File: src/rtl/core/ipa_pkg.sv
// ----------------------------------------------------------------------------
// ipa_pkg
// Shared widths, constants and lane/merge types of the address id assigner.
// ----------------------------------------------------------------------------
package ipa_pkg;

  localparam int ADDR_W = 32;
  localparam int SEC_W  = 32;
  localparam int US_W   = 20;
  localparam int ID_W   = 9;

  localparam logic [US_W-1:0] MICROS_MAX     = US_W'(999999);
  localparam logic [US_W:0]   MICROS_PER_SEC = (US_W+1)'(1000000);

  // per-lane compare result for one returned row
  typedef struct packed {
    logic src_hit;
    logic dst_hit;
  } lane_hit_t;

  // accumulated lookup result over the whole scan
  typedef struct packed {
    logic            src_found;
    logic            dst_found;
    logic [ID_W-1:0] src_id;
    logic [ID_W-1:0] dst_id;
  } merge_res_t;

endpackage

File: src/rtl/core/ipa_ram.sv
// ----------------------------------------------------------------------------
// ipa_ram
// Generic single-write, single-read RAM with registered read data.
// ----------------------------------------------------------------------------
module ipa_ram #(
  parameter int WIDTH = 32,
  parameter int DEPTH = 64
) (
  input  logic                                     clk,
  input  logic                                     wr_en,
  input  logic [(DEPTH > 1 ? $clog2(DEPTH) : 1)-1:0] wr_addr,
  input  logic [WIDTH-1:0]                         wr_data,
  input  logic                                     rd_en,
  input  logic [(DEPTH > 1 ? $clog2(DEPTH) : 1)-1:0] rd_addr,
  output logic [WIDTH-1:0]                         rd_data
);

  logic [WIDTH-1:0] mem_r [DEPTH];
  logic [WIDTH-1:0] rd_data_r;

  always_ff @(posedge clk) begin
    if (wr_en) begin
      mem_r[wr_addr] <= wr_data;
    end
    if (rd_en) begin
      rd_data_r <= mem_r[rd_addr];
    end
  end

  assign rd_data = rd_data_r;

endmodule

File: src/rtl/core/ipa_lane.sv
// ----------------------------------------------------------------------------
// ipa_lane
// One table bank: holds every LANES-th entry and compares a returned row
// against the request's source and destination addresses.
// ----------------------------------------------------------------------------
module ipa_lane #(
  parameter int RW       = 6,
  parameter int LW       = 2,
  parameter int XW       = 9,
  parameter int LANE_IDX = 0
) (
  input  logic                      clk,
  input  logic                      rd_en,
  input  logic [RW-1:0]             rd_row,
  input  logic [RW-1:0]             rd_row_d,
  input  logic                      wr_en,
  input  logic [RW-1:0]             wr_row,
  input  logic [ipa_pkg::ADDR_W-1:0] wr_data,
  input  logic [ipa_pkg::ADDR_W-1:0] src_addr,
  input  logic [ipa_pkg::ADDR_W-1:0] dst_addr,
  input  logic [XW-1:0]             count_x,
  output ipa_pkg::lane_hit_t        hit
);
  import ipa_pkg::*;

  logic [ADDR_W-1:0] rd_data;
  logic [RW+LW-1:0]  entry_idx;
  logic              entry_live;

  ipa_ram #(
    .WIDTH (ADDR_W),
    .DEPTH (1 << RW)
  ) u_ram (
    .clk     (clk),
    .wr_en   (wr_en),
    .wr_addr (wr_row),
    .wr_data (wr_data),
    .rd_en   (rd_en),
    .rd_addr (rd_row),
    .rd_data (rd_data)
  );

  // only entries below the fill count hold stored addresses
  assign entry_idx  = {rd_row_d, LW'(LANE_IDX)};
  assign entry_live = XW'(entry_idx) < count_x;

  assign hit.src_hit = entry_live && (rd_data == src_addr);
  assign hit.dst_hit = entry_live && (rd_data == dst_addr);

endmodule

File: config.mk
export PLATFORM = sky130hd
export DESIGN_NAME = ipa_lane
export DESIGN_NICKNAME = d
export VERILOG_FILES = /design/src/rtl/core/ipa_pkg.sv /design/src/rtl/core/ipa_ram.sv /design/src/rtl/core/ipa_lane.sv
export SDC_FILE = /design/constraint.sdc
export NUM_CORES = 2
export LEC_CHECK = 0
export ABC_AREA = 1
export BUFFER_PORTS_ARGS = -buffer_cell sky130_fd_sc_hd__buf_2
export CAP_MARGIN = 10
export CORE_MARGIN = 4
export CORE_UTILIZATION = 45
export DETAILED_ROUTE_END_ITERATION = 7
export PLACE_DENSITY = 0.62
export SYNTH_ARGS = -nofsm -noshare
export SYNTH_HDL_FRONTEND = slang
export SYNTH_SLANG_ARGS = --single-unit
File: constraint.sdc
create_clock -name clk -period 4.9 [get_ports clk]
set_input_delay 0.49 -clock clk [delete_from_list [all_inputs] [get_ports clk]]
set_output_delay 0.49 -clock clk [all_outputs]
set_load 0.1 [all_outputs]
==> flow_summary.ini <==
[cts]
hold_buffers = 1
cts_sinks = 2080
htreeDepth = 4
cts_root_buf = clkbuf_16
clock_path_buffers = 3
clk_latency_ns = 0.83
cts_made_buffers = 204
clkTransAtPathRegs_ns = 0.06
cts_resized = 0
post-cts-setup-buffers = 0
cts_tree = yes

[timing]
rsz0062_at_grt = no
setup_viol = 0
worst_pin_slew_ns = 1.29
finalClockSkew_ns = 0.0217
slew_violations = 0
timing.fmax_ghz = 0.250
fin_tns_setup_ns = 0
period_needed_ns = 3.99
final_hold_viol_count = 0
finalCritPeriodShare_pct = 81.5
relSlewSlack_pct = 13.7

[cells_and_area]
syn2layout_area_growth_pct = 12.2
ff_latch_area_sq_um = 62500
multi_input_area_sq_um = 19700
fillers = 15900
drive_gt1_share_pct = 9.12
final_cells = 9641
nNetsFinal = 7118

[detailed_routing]
drt-initial-drc-count = 7315
wl_microns = 250000
dr.pass1.iters = 6
ant_nets = 0
drc = 0
wl_per_cell_microns = 25.9
viasPerCell = 5.75
vias = 55400

[global_routing]
grt_pass1_vias = 52000
grt_use_total_pct = 25.4
grt_max_degree = 219
grt_overflow = 0
grt_pass1_wl_microns = 361000
antenna_found_initial = 13

[hold_path]
worst_hold_path_type = primary input to flip-flop

[power]
p_per_area_nw_per_um2 = 395
power.leakage_nw = 33.0
swShare_pct = 23.1
ir_drop_mv = 0.351
seqPwrFrac_pct = 53.4
intPower_w = 0.0286
clkPwrFrac_pct = 40.1
power_frac_comb_pct = 6.6
p_sw_w = 0.00860

[placed_design]
place_congestion = 0.854
io_buffers = 127
dp_hpwl_microns = 135000
dpl.cell_count = 9258

[worst_setup_path]
path_max_fanout = 2
r2r_cells = 8
crit_end = hit[1]
cp.arrival_ns = 3.50
reg2reg_from = u_ram.mem_r[52][20]
crit_type = flip-flop to output port
r2r_end = u_ram.rd_data[20]
start_kind = flip-flop
crit_path_end_kind = output port
startpoint = u_ram.rd_data[7]
rrSetupSlack_ns = 2.89
worstPathRequired_ns = 4.41

[synthesis]
yosysSeqAreaShare_pct = 74.4
synth_nets = 7054
yosysTopAreaCellShare_pct = 74.4
synth_area_leaders = edfxtp_1 74%, nand3_1 11%, nand2_1 10%, buf_2 1.7%, buf_4 0.39%
yosysWarnings = 0
synth_seq_cells = 2080
synth_top_area_cell = edfxtp_1
netlist_area_sq_um = 84000
postSynthCellCount = 6922
synth_cell_type_count = 22
synth.avg_cell_area_sq_um = 12.1

[floorplan]
std_cell_rows = 158
dieArea_sq_um = 194000
initial_utilization_pct = 45.3
die_w_microns = 440
core_sq_um = 185000
num_io_pins = 128
die_y_microns = 440

[run]
max-cap-violations = 0

[outcome]
status = finished, final reports clean
-- worst min-delay path by stage --
| stage | start | end | depth (start not counted) | slack [ns] |
|---|---|---|---|---|
| after floorplan | wr_data[0] | u_ram.mem_r[0][0] | 0 | 0.59 |
| after detailed placement | wr_data[18] | u_ram.mem_r[36][18] | 1 | 0.75 |
| after global placement | wr_data[18] | u_ram.mem_r[36][18] | 1 | 0.75 |
| after CTS | wr_data[29] | u_ram.mem_r[3][29] | 1 | 0.01 |
| after global routing | wr_data[29] | u_ram.mem_r[8][29] | 1 | 0.06 |
| final | wr_data[29] | u_ram.mem_r[9][29] | 1 | 0.07 |
-- per-layer routing --
layer  vias to the layer above  share of wire, %  GRT usage (%)
met2                      2781                47           39.6
met1                     27500                40           35.1
li1                      24800                 -              -
met3                       414               9.2           4.51
met5                         -            0.0048              0
met4                         2               4.6           11.1
-- critical path, stage by stage, from the launching register on --
cell,delay [ns]
edfxtp_1,0.62
xor2_1,0.26
nor3_2,0.85
nand2_1,0.16
nor2_1,0.18
nand2_1,0.07
nor2_1,0.09
buf_2,0.43
-- power by group through the flow --
stage	clock network, W	registers [W]	logic [W]
floorplan	0	0.0202	0.00128
global placement	0	0.0202	0.00240
detailed placement	0	0.0202	0.00243
CTS	0.0151	0.0198	0.00244
global route	0.0158	0.0198	0.00263
finish	0.0149	0.0198	0.00245
-- synthesized netlist by cell type --
| cell | n |
|---|---|
| a21oi_1 | 3 |
| buf_1 | 49 |
| buf_2 | 277 |
| buf_4 | 44 |
| buf_6 | 5 |
| clkbuf_1 | 74 |
| edfxtp_1 | 2080 |
| ha_1 | 6 |
| inv_1 | 22 |
| inv_2 | 2 |
| inv_4 | 1 |
| nand2_1 | 2287 |
| nand3_1 | 1906 |
| nand4_1 | 10 |
| nor2_1 | 68 |
| nor3_1 | 15 |
| nor4_1 | 8 |
| o211ai_1 | 1 |
| o21ai_0 | 3 |
| or2_2 | 2 |
| xnor2_1 | 29 |
| xor2_1 | 30 |
-- cells in the final DEF, fill, tap and decap left out, drive strengths merged --
| cell | count |
|---|---|
| ha | 6 |
| nor2 | 68 |
| xnor2 | 29 |
| nand2 | 2287 |
| a21oi | 3 |
| buf | 306 |
| clkbuf | 250 |
| nand4 | 10 |
| o21ai | 3 |
| bufinv | 11 |
| dlygate4sd3 | 1 |
| inv | 33 |
| nor3 | 15 |
| o211ai | 1 |
| diode | 11 |
| nor4 | 8 |
| clkinvlp | 2 |
| or2 | 2 |
| clkinv | 99 |
| nand3 | 1906 |
| edfxtp | 2080 |
| xor2 | 30 |
-- cells by family (layout without fill, tap and decap cells) --
| group | count (synthesis) | count (layout) | share of synthesized area (%) |
|---|---|---|---|
| other | 0 | 11 | 0 |
| AND/OR/NAND/NOR | 4296 | 4296 | 22.1 |
| AO/OA/AOI/OAI | 7 | 7 | 0.0447 |
| XOR/XNOR | 59 | 59 | 0.615 |
| buffers and inverters | 474 | 702 | 2.78 |
| flip-flops | 2080 | 2080 | 74.4 |
| adder cells (fa/ha/maj) | 6 | 6 | 0.0894 |
-- metrics by stage --
step / total power [W] / worst slack, ns / instance area, sq um / hold slack (ns) / utilization (%)
4_1_cts: 0.0373 / 0.728 / 94200 / 0.0118 / 50.8
5_1_grt: 0.0383 / 0.774 / 94200 / 0.0552 / 50.8
3_5_place_dp: 0.0226 / 1.36 / 87900 / 0.751 / 47.4
2_1_floorplan: 0.0214 / 0.280 / 84000 / 0.589 / -
3_3_place_gp: 0.0226 / 1.42 / 87800 / 0.749 / 47.4
6_report: 0.0372 / 0.905 / 94200 / 0.0662 / 50.8
-- final cells by class --
| cell class | instances | share of cell area [%] |
|---|---|---|
| multi-input combinational | 4368 | 20.9 |
| antenna | 11 | 0.0292 |
| timing repair buffer | 307 | 2.72 |
| inverter | 25 | 0.139 |
| clock inverter | 120 | 1.00 |
| tap | 2480 | 3.29 |
| clock buffer | 250 | 5.62 |
| sequential | 2080 | 66.3 |
-- flip-flops by register name, indices dropped and copies added, names as in the netlist --
signal / flops
u_ram.mem_r: 2048
u_ram.rd_data: 32
(Power assumes the default switching activity.)
