[src/rtl/core/ipa_pkg.sv]
// ----------------------------------------------------------------------------
// ipa_pkg
// Shared widths, constants and lane/merge types of the address id assigner.
// ----------------------------------------------------------------------------
package ipa_pkg;

  localparam int ADDR_W = 32;
  localparam int SEC_W  = 32;
  localparam int US_W   = 20;
  localparam int ID_W   = 9;

  localparam logic [US_W-1:0] MICROS_MAX     = US_W'(999999);
  localparam logic [US_W:0]   MICROS_PER_SEC = (US_W+1)'(1000000);

  // per-lane compare result for one returned row
  typedef struct packed {
    logic src_hit;
    logic dst_hit;
  } lane_hit_t;

  // accumulated lookup result over the whole scan
  typedef struct packed {
    logic            src_found;
    logic            dst_found;
    logic [ID_W-1:0] src_id;
    logic [ID_W-1:0] dst_id;
  } merge_res_t;

endpackage

[src/rtl/core/ipa_merge.sv]
// ----------------------------------------------------------------------------
// ipa_merge
// Combines the lane compare results of each returned row and keeps the
// source and destination ids found so far in the scan.
// ----------------------------------------------------------------------------
module ipa_merge #(
  parameter int LANES = 4,
  parameter int RW    = 6,
  parameter int LW    = 2
) (
  input  logic                            clk,
  input  logic                            rst_n,
  input  logic                            clr,
  input  logic                            row_vld,
  input  logic [RW-1:0]                   row,
  input  ipa_pkg::lane_hit_t [LANES-1:0]  hits,
  output ipa_pkg::merge_res_t             res
);
  import ipa_pkg::*;

  merge_res_t res_r, res_nxt;
  logic            row_src_hit, row_dst_hit;
  logic [ID_W-1:0] row_src_id, row_dst_id;

  // stored addresses are unique, so at most one lane hits per address
  always_comb begin
    row_src_hit = 1'b0;
    row_dst_hit = 1'b0;
    row_src_id  = '0;
    row_dst_id  = '0;
    for (int l = 0; l < LANES; l++) begin
      if (hits[l].src_hit) begin
        row_src_hit = 1'b1;
        row_src_id  = ID_W'({1'b0, row, LW'(l)} + (RW+LW+1)'(1));
      end
      if (hits[l].dst_hit) begin
        row_dst_hit = 1'b1;
        row_dst_id  = ID_W'({1'b0, row, LW'(l)} + (RW+LW+1)'(1));
      end
    end
  end

  always_comb begin
    res_nxt = res_r;
    if (clr) begin
      res_nxt = '0;
    end else if (row_vld) begin
      if (row_src_hit) begin
        res_nxt.src_found = 1'b1;
        res_nxt.src_id    = row_src_id;
      end
      if (row_dst_hit) begin
        res_nxt.dst_found = 1'b1;
        res_nxt.dst_id    = row_dst_id;
      end
    end
  end

  always_ff @(posedge clk) begin
    if (!rst_n) begin
      res_r <= '0;
    end else begin
      res_r <= res_nxt;
    end
  end

  assign res = res_r;

endmodule

[config.mk]
export PLATFORM = sky130hd
export DESIGN_NAME = ipa_merge
export DESIGN_NICKNAME = d
export VERILOG_FILES = /design/src/rtl/core/ipa_pkg.sv /design/src/rtl/core/ipa_merge.sv
export SDC_FILE = /design/constraint.sdc
export NUM_CORES = 1
export LEC_CHECK = 0
export BUFFER_PORTS_ARGS = -buffer_cell sky130_fd_sc_hd__buf_4
export CAP_MARGIN = 10
export CELL_PAD_IN_SITES_DETAIL_PLACEMENT = 0
export CELL_PAD_IN_SITES_GLOBAL_PLACEMENT = 1
export CORE_ASPECT_RATIO = 1.25
export CORE_MARGIN = 8
export CORE_UTILIZATION = 36
export DETAILED_ROUTE_END_ITERATION = 12
export GPL_TIMING_DRIVEN = 0
export PLACE_DENSITY_LB_ADDON = 0.1
export SETUP_SLACK_MARGIN = 0.2
export SLEW_MARGIN = 0
export SYNTH_ARGS = -nofsm -noshare
export SYNTH_HDL_FRONTEND = slang
export SYNTH_SLANG_ARGS = --single-unit
[constraint.sdc]
create_clock -name clk -period 3.95 [get_ports clk]
set_clock_uncertainty 0.15 [all_clocks]
set_input_delay 0.79 -clock clk [delete_from_list [all_inputs] [get_ports clk]]
set_output_delay 0.79 -clock clk [all_outputs]
set_load 0.02 [all_outputs]
==> qor_table.md, run 1 <==
| Stage | Quantity | Value |
|:---|:---|:---|
| job | MaxCap Viol Count | 0 |
| placed design | Placer Congestion | 0.800 |
| worst setup path | Critical path arrival | 1.85 ns |
| worst setup path | Worst endpoint required time | 3.98 ns |
| drt | Sum of routed wire length over all layers | 2500 um |
| cts | Number of clock sinks | 20 |
| drt | Vias post-DR | 915 |
| worst setup path | Startpoint type of the worst setup path | input pin |
| min path | Startpoint of the tightest hold check path | res[1]$_SDFFE_PP0P_ |
| die | Die area | 4590 um^2 |
| finish | Final design instance area without fill | 1280 um^2 |
| grt | Initial antenna violation count | 0 |
| logic synthesis | Mean instance size in the synthesized netlist | 8.50 um^2 |
| worst setup path | Kind of end point of the critical path | flip-flop |
| finish | Diodes inserted | 0 |
| worst setup path | Largest fanout of any net on the critical path | 10 |
| logic synthesis | Cell area after synthesis | 961 um^2 |
| min path | Hold WC Path Type | flip-flop to flip-flop |
| placed design | Count of input and output buffers | 34 |
| cts | H-tree levels | 1 |
| logic synthesis | Top-area cell type share of the netlist area | 41.7% |
| finish | Max reg flops | 20 |
| timing | Final setup violation count | 0 |
| logic synthesis | Total number of yosys warnings | 0 |
| grt | Total congestion overflow | 0 |
| power and ir drop | Internal power | 0.284 mW |
| grt | Vias in the first global route | 905 |
| placed design | Detailed placer's ending HPWL | 2010 um |
| logic synthesis | Syn_nets | 132 |
| timing | Pin slew with the least headroom to its limit | 0.571 ns |
| power and ir drop | Net switching component of the power | 0.110 mW |
| cts | CTS root buf | clkbuf_4 |
| cts | Clk pin slew, worst setup/hold paths | 0.10 ns |
| timing | Relative slew slack | 61.8% |
| die | Initial Util | 36.9% |
| finish | Area Growth Syn to Fin | 33.3% |
| cts | Number of buffers inserted by hold repair at cts | 0 |
| worst setup path | Slowest Stage Delay on Critical Path | 0.39 ns |
| power and ir drop | Sequential share of power | 54.3% |
| worst setup path | Cells along the critical path | buf_4 -> or3_4 -> o21a_1 -> buf_6 -> o21ai_0 -> a311oi_1 |
| drt | Number of vias per cell | 4.97 |
| logic synthesis | Total of flip-flops plus latches after synthesis | 20 |
| power and ir drop | Switch share | 28.0% |
| cts | Cts repair resizes | 0 |
| drt | Detailed router's first-iteration violation count | 14 |
| finish | Commonest cells after routing, fill and taps aside | buf_4, dfxtp_1, nor2_1 |
| timing | Final number of max-transition violations | 0 |
| worst setup path | Startpoint of the most critical register-to-register path | res[7]$_SDFFE_PP0P_ |
| cts | Post-CTS setup buffers | 0 |
| die | Number of cell rows | 21 |
| worst setup path | Crit path max-delay cell type | or3_4 |
| worst setup path | Total buffers and inverters traversed by the critical path | 2 |
| worst setup path | Launch point of the critical path | hits[0] |
| power and ir drop | Highest ir drop seen on vdd | 0.166 mV |
| die | Placeable Area | 2600 um^2 |
| finish | Share of post-route cells with drive strength above 1 | 29.3% |
| drt | Detailed-routing iteration count for the pre-antenna-repair pass | 4 |
| timing | Final worst path period share | 46.1% |
| drt | Per-cell routed wire length | 13.6 um |
| timing | Setup repair after global routing missed its margin | no |
| logic synthesis | Cell variety after synth | 31 |
| grt | Global-route usage over all layers | 11.1% |
| worst setup path | Start-to-end type of the worst setup path | input pin to flip-flop |
| finish | Net count, final | 171 |
| logic synthesis | Number of instances in the synthesized netlist | 113 |
| power and ir drop | P per Cell Area | 307 nW/um^2 |
| cts | Inserted Clock Buffers | 3 |
| timing | Post-Route Setup TNS | 0 ns |
| worst setup path | Kind of cell adding the most delay to the critical path | compound AO/OA/AOI/OAI gates |
| drt | Final routed DRC violation total | 0 |
| cts | CTS tree | built |
| grt | Pin count of the biggest net entering global routing | 11 |
| logic synthesis | Cell types occupying the most area after synthesis | dfxtp_1, a211oi_1, nor2_1 |
| die | Die extent in y | 73.8 um |
| power and ir drop | Proportion of power drawn by combinational gates | 21.8% |
| placed design | Placed Area | 1260 um^2 |
| power and ir drop | Overall power of the completed layout | 0.394 mW |
| power and ir drop | Clk pwr share | 23.9% |
| logic synthesis | Post-synthesis cell type with the largest combined area | dfxtp_1 |
| logic synthesis | Register area share after synthesis | 41.7% |
| timing | Min cycle time layout | 1.82 ns |
| die | I/O pin count | 38 |
| cts | Worst-skew pair later-pin latency | 0.29 ns |
| grt | Global-route wire length before repair | 4200 um |
| finish | Final core utilization | 49.3% |
| timing | Final-report hold violation count | 0 |
| run status | Run status | completed |
| cts | Clk buf depth | 2 |
| power and ir drop | Pleak | 0.542 nW |
| finish | Most common cell after layout, fill and taps aside | buf_4 |
| timing | Highest clock rate | 549 MHz |
| die | Die Span X | 62.2 um |
| drt | Post-route antenna net violation count | 0 |
## Yosys cell counts
| cell type | n |
|---|---|
| dfxtp_1 | 20 |
| nor2_1 | 14 |
| o21ai_0 | 10 |
| a21oi_1 | 9 |
| nand2_1 | 8 |
| a211oi_1 | 7 |
| xor2_1 | 6 |
| buf_2 | 4 |
| nand3_1 | 4 |
| nor2b_1 | 4 |
| clkbuf_1 | 2 |
| mux2i_1 | 2 |
| nand2b_1 | 2 |
| nand4_1 | 2 |
| o221ai_1 | 2 |
| xnor2_1 | 2 |
| a22oi_1 | 1 |
| a311oi_1 | 1 |
| and2_1 | 1 |
| and4_1 | 1 |
| buf_6 | 1 |
| clkbuf_2 | 1 |
| ha_1 | 1 |
| inv_1 | 1 |
| nor3_1 | 1 |
| o211a_1 | 1 |
| o211ai_1 | 1 |
| o21a_1 | 1 |
| o41a_1 | 1 |
| o41ai_1 | 1 |
| or3_4 | 1 |
## worst register-to-register path, stage by stage, from the launching register on
cell and delay (ns):
dfxtp_1 0.35, o21ai_0 0.09, a311oi_1 0.23
## kinds of logic (layout without fill, tap and decap cells)
logic type,count (synthesis),in the layout,share of synthesized area [%]
multiplexers,2,2,2.08
XOR/XNOR,8,8,7.29
flip-flops,20,20,41.7
adder cells (fa/ha/maj),1,1,1.30
AO/OA/AOI/OAI,35,35,23.6
buffers and inverters,9,46,4.95
AND/OR/NAND/NOR,38,38,19.1
## routing by layer
metal	up-vias	GRT usage, %	share of wire (%)
met4	0	3.90	0.76
met1	415	12.1	42
li1	479	-	-
met3	2	3.51	5.4
met5	-	0	0
met2	19	19.9	52
## path summary, 6_finish.rpt
path              slack, ns             endpoint  cells after the start
hold reg to reg        0.31  res[1]$_SDFFE_PP0P_                      2
setup reg to reg       3.04  res[7]$_SDFFE_PP0P_                      2
setup / recovery       2.13  res[7]$_SDFFE_PP0P_                      6
hold / removal         0.31  res[1]$_SDFFE_PP0P_                      2
## power groups by stage
stage	Sequential [mW]	Combinational, mW	Clock [mW]
floorplan	0.228	0.0390	0
global placement	0.218	0.0866	0
detailed placement	0.219	0.0870	0
CTS	0.214	0.0874	0.0962
global route	0.215	0.0955	0.107
finish	0.214	0.0859	0.0940
## metrics by stage
step | setup WS, ns | instances | hold WS [ns]
after CTS | 2.12 | 184 | 0.324
after global placement | 1.84 | 181 | 0.298
final | 2.13 | 184 | 0.315
after global routing | 2.10 | 184 | 0.356
after detailed placement | 1.81 | 181 | 0.307
after floorplan | 2.00 | 113 | 0.383
## cell type report
cell class / instances / area, um^2
Clock buffer: 3 / 22.5
Buffer: 8 / 43.8
Multi-Input combinational cell: 84 / 513
Fill cell: 270 / 1320
Inverter: 1 / 3.75
Tap cell: 34 / 42.5
Timing Repair Buffer: 34 / 255
Sequential cell: 20 / 400
Power figures use the tool's default switching activity.
==> run 2: changes to the inputs <==
--- a/config.mk
+++ b/config.mk
@@ -11,7 +11,7 @@
 export CELL_PAD_IN_SITES_GLOBAL_PLACEMENT = 1
 export CORE_ASPECT_RATIO = 1.25
 export CORE_MARGIN = 8
-export CORE_UTILIZATION = 36
+export CORE_UTILIZATION = 33
 export DETAILED_ROUTE_END_ITERATION = 12
 export GPL_TIMING_DRIVEN = 0
 export PLACE_DENSITY_LB_ADDON = 0.1
==> constraint.sdc (replaced) <==
create_clock -name clk -period 1.8 [get_ports clk]
set_clock_uncertainty 0.15 [all_clocks]
set_input_delay 0.36 -clock clk [delete_from_list [all_inputs] [get_ports clk]]
set_output_delay 0.36 -clock clk [all_outputs]
set_load 0.02 [all_outputs]
==> run 2 against run 1 <==
Net effect: worst hold slack worse by 0.19 ns; final cell count is 1.1% higher; critical path depth unchanged; non-clock buffer count is the same; via count up 2.8%; register-to-register slack worse by 2.1 ns; worst setup slack got worse by 1.7 ns; highest routed layer unchanged.
==> qor_table.md, run 2 (synthesis gave the netlist of run 1 again) <==
| Stage | Quantity | Value | Change |
|:---|:---|:---|:---|
| run status | Run status | completed |  |
| timing | Highest clock rate | 725 MHz |  |
| worst setup path | Slowest Stage Delay on Critical Path | 0.39 ns | about the same |
| finish | Max reg flops | 20 | unchanged |
| die | Die extent in y | 76.3 um | +3.5% |
| grt | Global-route wire length before repair | 4490 um | +7.1% |
| min path | Hold WC Path Type | input pin to flip-flop |  |
| finish | Area Growth Syn to Fin | 33.6% |  |
| worst setup path | Largest fanout of any net on the critical path | 10 | unchanged |
| die | Placeable Area | 2860 um^2 | +10% |
| power and ir drop | Pleak | 0.542 nW | unchanged |
| placed design | Count of input and output buffers | 34 | unchanged |
| finish | Final cell count without fillers | 186 | +1.1% |
| worst setup path | FF-to-FF path depth | 2 | unchanged |
| timing | Min cycle time layout | 1.38 ns |  |
| cts | H-tree levels | 1 | unchanged |
| worst setup path | Total buffers and inverters traversed by the critical path | 2 | unchanged |
| drt | Number of vias per cell | 5.06 | +1.7% |
| job | MaxCap Viol Count | 0 | unchanged |
| worst setup path | Crit path max-delay cell type | or3_4 |  |
| finish | Sequential cell area | 400 um^2 | unchanged |
| cts | CTS tree | built |  |
| drt | Sum of routed wire length over all layers | 2650 um | +5.7% |
| cts | Cts repair resizes | 0 | unchanged |
| die | Die Span X | 64.3 um | +3.3% |
| worst setup path | Worst endpoint required time | 1.83 ns | -2.15 ns |
| finish | Diodes inserted | 0 | unchanged |
| worst setup path | Startpoint type of the worst setup path | input pin |  |
| cts | Number of clock sinks | 20 | unchanged |
| drt | Post-route antenna net violation count | 0 | unchanged |
| worst setup path | Kind of end point of the critical path | flip-flop |  |
| timing | Final number of max-transition violations | 0 | unchanged |
| worst setup path | Endpoint of the lowest-slack register-to-register path | res[7]$_SDFFE_PP0P_ |  |
| placed design | Post-placement cell count | 183 | +1.1% |
| power and ir drop | Switch share | 28.5% | +0.51 points |
| min path | Worst Hold End | res[7]$_SDFFE_PP0P_ |  |
| cts | Post-CTS setup buffers | 0 | unchanged |
| die | Die area | 4910 um^2 | +6.9% |
| finish | Most common cell after layout, fill and taps aside | buf_4 |  |
| grt | Pin count of the biggest net entering global routing | 11 | unchanged |
| drt | Detailed router's first-iteration violation count | 34 | +20 |
| finish | Area used by multi-input combinational logic | 513 um^2 | unchanged |
| power and ir drop | P per Cell Area | 679 nW/um^2 | +120% |
| cts | Number of buffers inserted by hold repair at cts | 0 | unchanged |
| timing | Final setup violation count | 0 | unchanged |
| placed design | Detailed placer's ending HPWL | 2040 um | +1.5% |
| finish | Net count, final | 171 | unchanged |
| timing | Setup repair after global routing missed its margin | no |  |
| placed design | Placer Congestion | 0.755 | -5.6% |
| power and ir drop | Net switching component of the power | 0.248 mW | +130% |
| drt | Vias post-DR | 941 | +2.8% |
| cts | Inserted Clock Buffers | 3 | unchanged |
| timing | Relative slew slack | 58.9% | -2.9 points |
| die | I/O pin count | 38 | unchanged |
| cts | Worst-skew pair later-pin latency | 0.29 ns | about the same |
| drt | Per-cell routed wire length | 14.2 um | +4.6% |
| timing | Post-Route Setup TNS | 0 ns | unchanged |
| min path | Hold Crit Depth | 2 | unchanged |
| grt | Initial antenna violation count | 0 | unchanged |
| die | Initial Util | 33.6% | -3.4 points |
| finish | Fill cell total of the finished layout | 300 | +11% |
| min path | Startpoint of the tightest hold check path | row[5] |  |
| power and ir drop | Sequential share of power | 53.9% | -0.4 points |
| timing | Final worst path period share | 76.6% |  |
| grt | Total congestion overflow | 0 | unchanged |
| cts | CTS root buf | clkbuf_4 |  |
| worst setup path | Worst reg2reg setup slack | 0.91 ns | -2.13 ns |
| finish | Share of post-route cells with drive strength above 1 | 29.3% | unchanged |
| worst setup path | Critical path arrival | 1.41 ns | -0.44 ns |
| drt | Detailed-routing iteration count for the pre-antenna-repair pass | 4 | unchanged |
| worst setup path | Cells along the critical path | buf_4 -> or3_4 -> o21a_1 -> buf_6 -> o21ai_0 -> a311oi_1 |  |
| power and ir drop | Proportion of power drawn by combinational gates | 22.0% | +0.2 points |
| cts | Clk pin slew, worst setup/hold paths | 0.11 ns | about the same |
| worst setup path | Start-to-end type of the worst setup path | input pin to flip-flop |  |
| power and ir drop | Clk pwr share | 24.1% | +0.2 points |
| cts | Clk buf depth | 2 | unchanged |
| timing | Final-report hold violation count | 0 | unchanged |
| grt | Global-route usage over all layers | 11.2% | +0.024 points |
| drt | Final routed DRC violation total | 0 | unchanged |
| worst setup path | Kind of cell adding the most delay to the critical path | compound AO/OA/AOI/OAI gates |  |
| timing | Pin slew with the least headroom to its limit | 0.615 ns | +0.0441 ns |
| die | Number of cell rows | 22 | +4.8% |
| worst setup path | Startpoint of the most critical register-to-register path | res[7]$_SDFFE_PP0P_ |  |
| grt | Vias in the first global route | 960 | +6.1% |
| power and ir drop | Internal power | 0.623 mW | +120% |
| finish | Commonest cells after routing, fill and taps aside | buf_4, dfxtp_1, nor2_1 |  |
| power and ir drop | Highest ir drop seen on vdd | 0.332 mV | +100% |
-- run 2: cell counts in the layout (fill, tap and decap cells not counted) --
No cell type changed its count.
-- run 2: cell type report --
cell class	instances	share of cell area, %
buffer	8	3.41
multi-input combinational	84	40.0
timing repair buffer	34	19.9
sequential	20	31.2
inverter	1	0.292
tap	36	3.51
clock buffer	3	1.75
-- run 2: how the worst max path moves through the flow --
stage / start / endpoint / slack, ns / depth (start not counted)
floorplan: hits[0] / res[5]$_SDFFE_PP0P_ / 0.28 / 5
global placement: hits[0] / res[6]$_SDFFE_PP0P_ / 0.11 / 6
detailed placement: hits[0] / res[7]$_SDFFE_PP0P_ / 0.10 / 6
CTS: hits[0] / res[7]$_SDFFE_PP0P_ / 0.43 / 6
global route: hits[0] / res[6]$_SDFFE_PP0P_ / 0.38 / 6
finish: hits[0] / res[7]$_SDFFE_PP0P_ / 0.42 / 6
-- run 2: worst register-to-register path, cell delays in order, from the launching register on --
cell and delay (ns):
dfxtp_1 0.35, o21ai_0 0.09, a311oi_1 0.22
-- run 2: through the flow --
stage	worst slack (ns)	instance area [um^2]	power, mW	utilization [%]	hold WS (ns)
after global routing	0.376	1280	0.924	44.8	0.122
after CTS	0.429	1280	0.888	44.8	0.117
after detailed placement	0.101	1260	0.673	44.1	0.302
after floorplan	0.284	961	0.587	-	0.317
final	0.421	1280	0.871	44.8	0.127
after global placement	0.114	1260	0.670	44.1	0.297
-- run 2: routing by layer --
metal | share of wire [%] | vias up | wire length, um | global-route usage (%)
met3 | 5.2 | 2 | 138 | 3.53
li1 | - | 480 | - | -
met2 | 51 | 18 | 1340 | 17.7
met5 | 0 | - | 0 | 0
met4 | 0.83 | 0 | 22 | 5.03
met1 | 43 | 441 | 1140 | 13.2
-- run 2: power by group through the flow --
stage	registers, mW	clock network [mW]	logic (mW)
after floorplan	0.501	0	0.0856
after global placement	0.479	0	0.191
after detailed placement	0.480	0	0.193
after CTS	0.470	0.224	0.194
after global routing	0.472	0.240	0.211
final	0.469	0.210	0.192
